===== src/rtl/cartridge_irq_timer_multiplier_regs_unit_macros.svh =====
// Assertion macros used by the register unit's top-level RTL.
`ifndef CARTRIDGE_IRQ_TIMER_MULTIPLIER_REGS_UNIT_MACROS_SVH
`define CARTRIDGE_IRQ_TIMER_MULTIPLIER_REGS_UNIT_MACROS_SVH

// same-cycle implication, clocked on clock, off while reset is high
`define CITMR_ASSERT_NOW(label, ante, cons) \
   label: assert property (@(posedge clock) disable iff (reset) (ante) |-> (cons)) \
      else $error("citmr assertion failed");

// next-cycle implication
`define CITMR_ASSERT_NEXT(label, ante, cons) \
   label: assert property (@(posedge clock) disable iff (reset) (ante) |=> (cons)) \
      else $error("citmr assertion failed");

`endif


===== src/rtl/citmr_pkg.sv =====
// Types and constants of the cartridge IRQ, timer and multiplier register unit.
package citmr_pkg;

   typedef enum logic [1:0] {
      OP_WRITE = 2'd0,
      OP_READ  = 2'd1,
      OP_TICK  = 2'd2
   } op_type;

   localparam logic [15:0] ADDR_LINE_CMP  = 16'h5203;
   localparam logic [15:0] ADDR_LINE_CTRL = 16'h5204;
   localparam logic [15:0] ADDR_MUL_A     = 16'h5205;
   localparam logic [15:0] ADDR_MUL_B     = 16'h5206;
   localparam logic [15:0] ADDR_TMR_LO    = 16'h5209;
   localparam logic [15:0] ADDR_TMR_HI    = 16'h520A;
   localparam logic [15:0] EXT_WIN_LO     = 16'h5C00;
   localparam logic [15:0] EXT_WIN_HI     = 16'h5FFF;

   localparam logic [7:0]  UNMAPPED_DATA  = 8'hFF;
   localparam logic [7:0]  LAST_LINE      = 8'd239;
   localparam logic [15:0] STEP_RESET     = 16'd114;

   typedef struct packed {
      logic [1:0]  operation;
      logic [15:0] address;
      logic [7:0]  write_data;
      logic        vblank;
   } item_type;

   typedef struct packed {
      logic        we;
      logic        re;
      logic [15:0] address;
      logic [7:0]  wdata;
   } ram_req_type;

   typedef struct packed {
      logic [7:0] read_data;
      logic       read_hit;
      logic       sel_ram;
      logic [1:0] irq_pulses;
      logic       irq_level;
   } res_type;

endpackage


===== src/rtl/citmr_regs.sv =====
// Register file: decode, scanline IRQ, multiplier and countdown timer state.
module citmr_regs
   import citmr_pkg::*;
(
   input  logic        clock,
   input  logic        reset,
   input  logic        accept,
   input  item_type    item,
   input  logic        csr_we,
   input  logic [15:0] csr_wdata,
   output ram_req_type ram_req,
   output res_type     res
);

   typedef struct packed {
      logic [7:0]  line_compare;
      logic        line_irq_enable;
      logic        line_irq_pending;
      logic        line_irq_held;
      logic        inside_frame;
      logic        was_vblank;
      logic [7:0]  line_number;
      logic [7:0]  factor_a;
      logic [7:0]  factor_b;
      logic [15:0] countdown;
      logic        countdown_running;
      logic        countdown_flag;
      logic        countdown_held;
   } state_type;

   localparam state_type StReset = '{
      line_compare: 8'd0, line_irq_enable: 1'b0, line_irq_pending: 1'b0,
      line_irq_held: 1'b0, inside_frame: 1'b0, was_vblank: 1'b1,
      line_number: 8'd0, factor_a: 8'd0, factor_b: 8'd0, countdown: 16'd0,
      countdown_running: 1'b0, countdown_flag: 1'b0, countdown_held: 1'b0
   };

   state_type   st_ff, st_in;
   logic [15:0] timer_step_ff, timer_step_in;
   logic [15:0] prod;
   logic [1:0]  edges;
   logic        ext_hit;

   assign ext_hit = (item.address >= EXT_WIN_LO) && (item.address <= EXT_WIN_HI);
   assign prod    = 16'(st_ff.factor_a) * 16'(st_ff.factor_b);
   assign timer_step_in = csr_we ? csr_wdata : timer_step_ff;

   always_comb begin
      st_in           = st_ff;
      edges           = 2'd0;
      res             = '0;
      ram_req.we      = 1'b0;
      ram_req.re      = 1'b0;
      ram_req.address = item.address;
      ram_req.wdata   = item.write_data;
      if (accept) begin
         case (item.operation)
            OP_WRITE: begin
               if (ext_hit) begin
                  ram_req.we = 1'b1;
               end else begin
                  case (item.address)
                     ADDR_LINE_CMP: st_in.line_compare = item.write_data;
                     ADDR_LINE_CTRL: begin
                        st_in.line_irq_enable = item.write_data[7];
                        if (!item.write_data[7]) begin
                           st_in.line_irq_pending = 1'b0;
                           st_in.line_irq_held    = 1'b0;
                        end
                     end
                     ADDR_MUL_A: st_in.factor_a = item.write_data;
                     ADDR_MUL_B: st_in.factor_b = item.write_data;
                     ADDR_TMR_LO: begin
                        st_in.countdown         = {st_ff.countdown[15:8], item.write_data};
                        st_in.countdown_running = 1'b1;
                     end
                     ADDR_TMR_HI: st_in.countdown = {item.write_data, st_ff.countdown[7:0]};
                     default: ;
                  endcase
               end
            end
            OP_READ: begin
               res.read_hit = 1'b1;
               if (ext_hit) begin
                  ram_req.re  = 1'b1;
                  res.sel_ram = 1'b1;
               end else begin
                  case (item.address)
                     ADDR_LINE_CTRL: begin
                        res.read_data = {st_ff.inside_frame, st_ff.line_irq_pending, 6'd0};
                        st_in.line_irq_pending = 1'b0;
                        st_in.line_irq_held    = 1'b0;
                     end
                     ADDR_MUL_A: res.read_data = prod[7:0];
                     ADDR_MUL_B: res.read_data = prod[15:8];
                     ADDR_TMR_LO: begin
                        res.read_data        = {st_ff.countdown_flag, 7'd0};
                        st_in.countdown_flag = 1'b0;
                        st_in.countdown_held = 1'b0;
                     end
                     default: begin
                        res.read_data = UNMAPPED_DATA;
                        res.read_hit  = 1'b0;
                     end
                  endcase
               end
            end
            OP_TICK: begin
               if (item.vblank) begin
                  st_in.inside_frame     = 1'b0;
                  st_in.was_vblank       = 1'b1;
                  st_in.line_irq_held    = 1'b0;
                  st_in.line_irq_pending = 1'b0;
                  st_in.countdown_held   = 1'b0;
               end else begin
                  st_in.inside_frame = 1'b1;
                  if (st_ff.was_vblank) begin
                     st_in.was_vblank  = 1'b0;
                     st_in.line_number = 8'd0;
                  end else if (st_ff.line_number < LAST_LINE) begin
                     st_in.line_number = st_ff.line_number + 8'd1;
                  end
               end
               if (st_in.line_irq_enable && st_in.inside_frame &&
                   (st_in.line_number == st_in.line_compare)) begin
                  st_in.line_irq_pending = 1'b1;
                  if (!st_in.line_irq_held) begin
                     st_in.line_irq_held = 1'b1;
                     edges = edges + 2'd1;
                  end
               end
               if (st_ff.countdown_running && (st_ff.countdown != 16'd0)) begin
                  if (st_ff.countdown > timer_step_ff) begin
                     st_in.countdown = st_ff.countdown - timer_step_ff;
                  end else begin
                     st_in.countdown      = 16'd0;
                     st_in.countdown_flag = 1'b1;
                     if (!st_in.countdown_held) begin
                        st_in.countdown_held = 1'b1;
                        edges = edges + 2'd1;
                     end
                  end
               end
            end
            default: ;
         endcase
      end
      res.irq_pulses = edges;
      res.irq_level  = st_in.line_irq_held | st_in.countdown_held;
   end

   always_ff @(posedge clock) begin
      if (reset) begin
         st_ff         <= StReset;
         timer_step_ff <= STEP_RESET;
      end else begin
         st_ff         <= st_in;
         timer_step_ff <= timer_step_in;
      end
   end

endmodule

===== config.mk =====
export PLATFORM = sky130hd
export DESIGN_NAME = citmr_regs
export DESIGN_NICKNAME = d
export VERILOG_FILES = /design/src/rtl/cartridge_irq_timer_multiplier_regs_unit_macros.svh /design/src/rtl/citmr_pkg.sv /design/src/rtl/citmr_regs.sv
export SDC_FILE = /design/constraint.sdc
export NUM_CORES = 1
export LEC_CHECK = 0
export ABC_AREA = 1
export BUFFER_PORTS_ARGS = -buffer_cell sky130_fd_sc_hd__buf_4
export CORE_MARGIN = 1.5
export CORE_UTILIZATION = 49
export CTS_BUF_LIST = sky130_fd_sc_hd__clkbuf_8
export DETAILED_ROUTE_END_ITERATION = 10
export MAX_ROUTING_LAYER = met4
export PLACE_DENSITY_LB_ADDON = 0.2
export SLEW_MARGIN = 20
export SYNTH_ARGS = -nofsm -noshare
export SYNTH_HDL_FRONTEND = slang
export SYNTH_SLANG_ARGS = --single-unit

===== constraint.sdc =====
create_clock -name clock -period 7.3 [get_ports clock]
set_clock_uncertainty 0.05 [all_clocks]
set_input_delay 2.19 -clock clock [delete_from_list [all_inputs] [get_ports clock]]
set_output_delay 2.19 -clock clock [all_outputs]
set_load 0.02 [all_outputs]

==> run summary <==
setup_tns: 0 ps
# H-tree levels: 3
Synth async-reset ratio: 0
count of port buffers added during placement: 85
number of antenna violations at the first check in global routing: 0
register area: 1440 sq um
share of the synthesized area in the top cell type: 0.205
I/O Pins: 86
required time worst endpoint: 5060 ps
critical path cell sequence: nand2_1 -> fa_1 -> fa_1 -> inv_1 -> fa_1 -> inv_1 -> fa_1 -> inv_1 -> ha_1 -> a21oi_1 -> o21ai_0 -> a21oi_1 -> or2_2 -> nand3_1 -> a21oi_1 -> buf_4
maximum VDD drop: 0.000112 V
worst setup path category: flip-flop to output port
Starting Density: 0.505
largest fanout on the critical path: 9
vias in the first global route: 6340
Highest Clock Rate: 0.143 GHz
sequential area share after synthesis: 0.205
crit-path max cell delay: 560 ps
adder and majority gate portion of the synthesized area: 0.208
status: completed
final worst path period need: 7010 ps
placed insts: 1263
# diodes: 0
area growth from synthesis to layout: 11.2%
most area-hungry cell type in the Yosys netlist: sky130_fd_sc_hd__dfxtp_1
kind of cell adding the most delay to the critical path: adder cells
Buffers & Inverters on Critical Path: 4
routed via count: 6787
count of filler cells inserted in the layout: 1375
clock slew at the register clock pins of the worst setup and hold paths: 80 ps
global-route wire length before repair: 29400 microns
post-route antenna net violation count: 0
Post-Syn Area per Cell: 6.68 sq um
crit path DAT: 4770 ps
count of mapped cells out of synthesis: 1054
number of search-and-repair iterations in the first detailed-routing pass: 5
total clock buffers created by CTS: 9
Synth Flop Type: sky130_fd_sc_hd__dfxtp_1
Final Net Count: 1236
number of vias per cell: 5.31
sort of element at the end of the critical path: output port
xor/xnor cell area share of the yosys netlist: 0.0187
Routed Wire Length: 17900 microns
top post-synthesis cells by count: sky130_fd_sc_hd__nand2_1, sky130_fd_sc_hd__inv_1, sky130_fd_sc_hd__a21oi_1
Clock Power Share: 0.363
count of endpoints failing setup in the final report: 0
final core utilization: 0.562
Post-CTS Setup Repair Bufs: 0
buffer depth of the longest clock path: 2
area of the die: 15100 sq um
complex-gate fraction of the synthesized area: 0.162
Wirelength per Cell: 14.0 microns
Hold Crit Class: flip-flop to flip-flop
GPL Wtd Cong: 0.961
most used standard cell by instance count after synthesis: sky130_fd_sc_hd__nand2_1
grt total ovfl: 0
number of warnings reported in the yosys synthesis log: 0
type of element launching the critical path: flip-flop
Power per Cell Area: 128 nW/um^2
fin cells: 1278
combinational family with the most area after synthesis: simple AND/OR/NAND/NOR gates
multi-input gate area in the final layout: 4470 sq um
max-cap check violation count: 0
internal portion of total power: 693 uW
GRT Overall Usage: 0.253
CTS sink cnt: 72
floorplan die height: 123 microns
EDFF count, synth: 0
Critical Path Most Common Cell: sky130_fd_sc_hd__fa_1
num rows: 43
overall die width: 123 microns
share of the clock period used by the worst path: 0.960
total standard cell area after synthesis: 7040 sq um
slew of the pin with the lowest slew margin: 812 ps
standby leakage power: 4.23 nW
CTS tree: done
Iter 0 DRT Violations: 464
core area: 13900 sq um
post-route DRC violation count: 0
critical-path cell with the highest stage delay: sky130_fd_sc_hd__fa_1
multiplexer share of the synthesized area: 0
Rel. slew slack: 0.454
count of final hold-check violations: 0
Synthesized Nets: 1196
area share of and/or/nand/nor cells after synthesis: 0.246
Clk Latency, worst-skew pair: 370 ps
leading cell types by total area after synthesis: sky130_fd_sc_hd__dfxtp_1, sky130_fd_sc_hd__nand2_1, sky130_fd_sc_hd__inv_1
register bit count reported by yosys: 72
Yosys cell types: 46
buffer type at the clock tree root: sky130_fd_sc_hd__clkbuf_8
pin count of the biggest net entering global routing: 52
Net Switching: 306 uW
logic gate share of total power: 0.219
dpl hpwl: 14300 microns
Flop pwr share: 0.418
switching power as a share of total power: 0.306
share of final-layout standard cells stronger than drive strength 1: 0.129
final number of max-transition violations: 0
setup repair after global routing missed its margin: no
[flip-flops by register name (all words and copies together), names as in the netlist]
register,flops
st_ff,56
timer_step_ff,16
[metal layers]
metal  GRT usage  up-vias  part of all wire
met5           -        -                 0
li1            -     3423                 -
met1       0.304     3116              0.42
met2       0.427      198              0.50
met4       0.118        0             0.034
met3      0.0256       50             0.043
[kinds of logic after synthesis]
family                   Yosys count
AND/OR/NAND/NOR                  396
buffers and inverters            270
AO/OA/AOI/OAI                    206
adder cells (fa/ha/maj)           95
flip-flops                        72
XOR/XNOR                          15
[tightest hold or removal path, cell delays in order, from the launching register on]
cell and delay, ps:
sky130_fd_sc_hd__dfxtp_1 320, sky130_fd_sc_hd__nand2_1 60, sky130_fd_sc_hd__a21oi_1 50
[cell type report]
type / count / share of cell area
Multi-Input combinational cell: 712 / 0.572
Sequential cell: 72 / 0.185
Inverter: 209 / 0.101
Timing Repair Buffer: 90 / 0.0863
Tap cell: 180 / 0.0288
Clock buffer: 10 / 0.0176
Clock inverter: 5 / 0.0104
[stage by stage]
stage	hold WS (ps)	setup WS (ps)	area [sq um]	power [mW]
floorplan	383	730	7040	0.578
global placement	397	621	7600	0.639
detailed placement	405	577	7600	0.642
CTS	416	172	7820	1.00
global route	436	8.56	7830	1.05
finish	412	292	7830	0.999
[repair_timing]
item                                    4_1_cts  5_1_grt
resized for setup                             0        4
endpoints found under the setup margin        0        2
hold buffers                                  0        0
endpoints found under the hold margin         0        0
[path summary, 6_finish.rpt]
path | from | endpoint | slack [ps] | cells after the start
hold reg to reg | st_ff[1] | st_ff[1] | 410 | 2
hold / removal | st_ff[1] | st_ff[1] | 410 | 2
setup / recovery | st_ff[28] | res[9] | 290 | 16
setup reg to reg | st_ff[3] | st_ff[0] | 4590 | 15
[power groups by stage]
stage | logic, mW | registers, mW | clock network [mW]
detailed placement | 0.216 | 0.426 | 0
finish | 0.219 | 0.417 | 0.363
floorplan | 0.155 | 0.423 | 0
global placement | 0.214 | 0.426 | 0
global route | 0.243 | 0.419 | 0.384
CTS | 0.218 | 0.417 | 0.368
[cells in the final DEF (no fill, tap or decap), types with 3 or more instances in the layout]
master                     Yosys  routed
sky130_fd_sc_hd__inv_1       199     200
sky130_fd_sc_hd__nand2_1     205     205
sky130_fd_sc_hd__nor4_1        5       5
sky130_fd_sc_hd__fa_1         37      37
sky130_fd_sc_hd__clkbuf_8      0      10
sky130_fd_sc_hd__nor3_1       17      17
sky130_fd_sc_hd__o21ai_1       9      10
sky130_fd_sc_hd__a21oi_1      95      94
sky130_fd_sc_hd__inv_2         7       7
sky130_fd_sc_hd__a21o_1        5       5
sky130_fd_sc_hd__nor2_2        8       8
sky130_fd_sc_hd__o211ai_2      3       3
sky130_fd_sc_hd__buf_4        26      90
sky130_fd_sc_hd__o21ai_0      65      64
sky130_fd_sc_hd__ha_1         58      58
sky130_fd_sc_hd__or2_2         5       5
sky130_fd_sc_hd__o21bai_1      6       6
sky130_fd_sc_hd__a211oi_1      9       9
sky130_fd_sc_hd__nor2_1       73      73
sky130_fd_sc_hd__nand3_1      54      54
sky130_fd_sc_hd__xnor2_1      10      10
sky130_fd_sc_hd__a31oi_1       5       5
sky130_fd_sc_hd__xor2_1        5       5
sky130_fd_sc_hd__nand2_2       5       5
sky130_fd_sc_hd__dfxtp_1      72      70
sky130_fd_sc_hd__nand4_1      14      14
No activity file was read; power rests on OpenSTA's default activity.
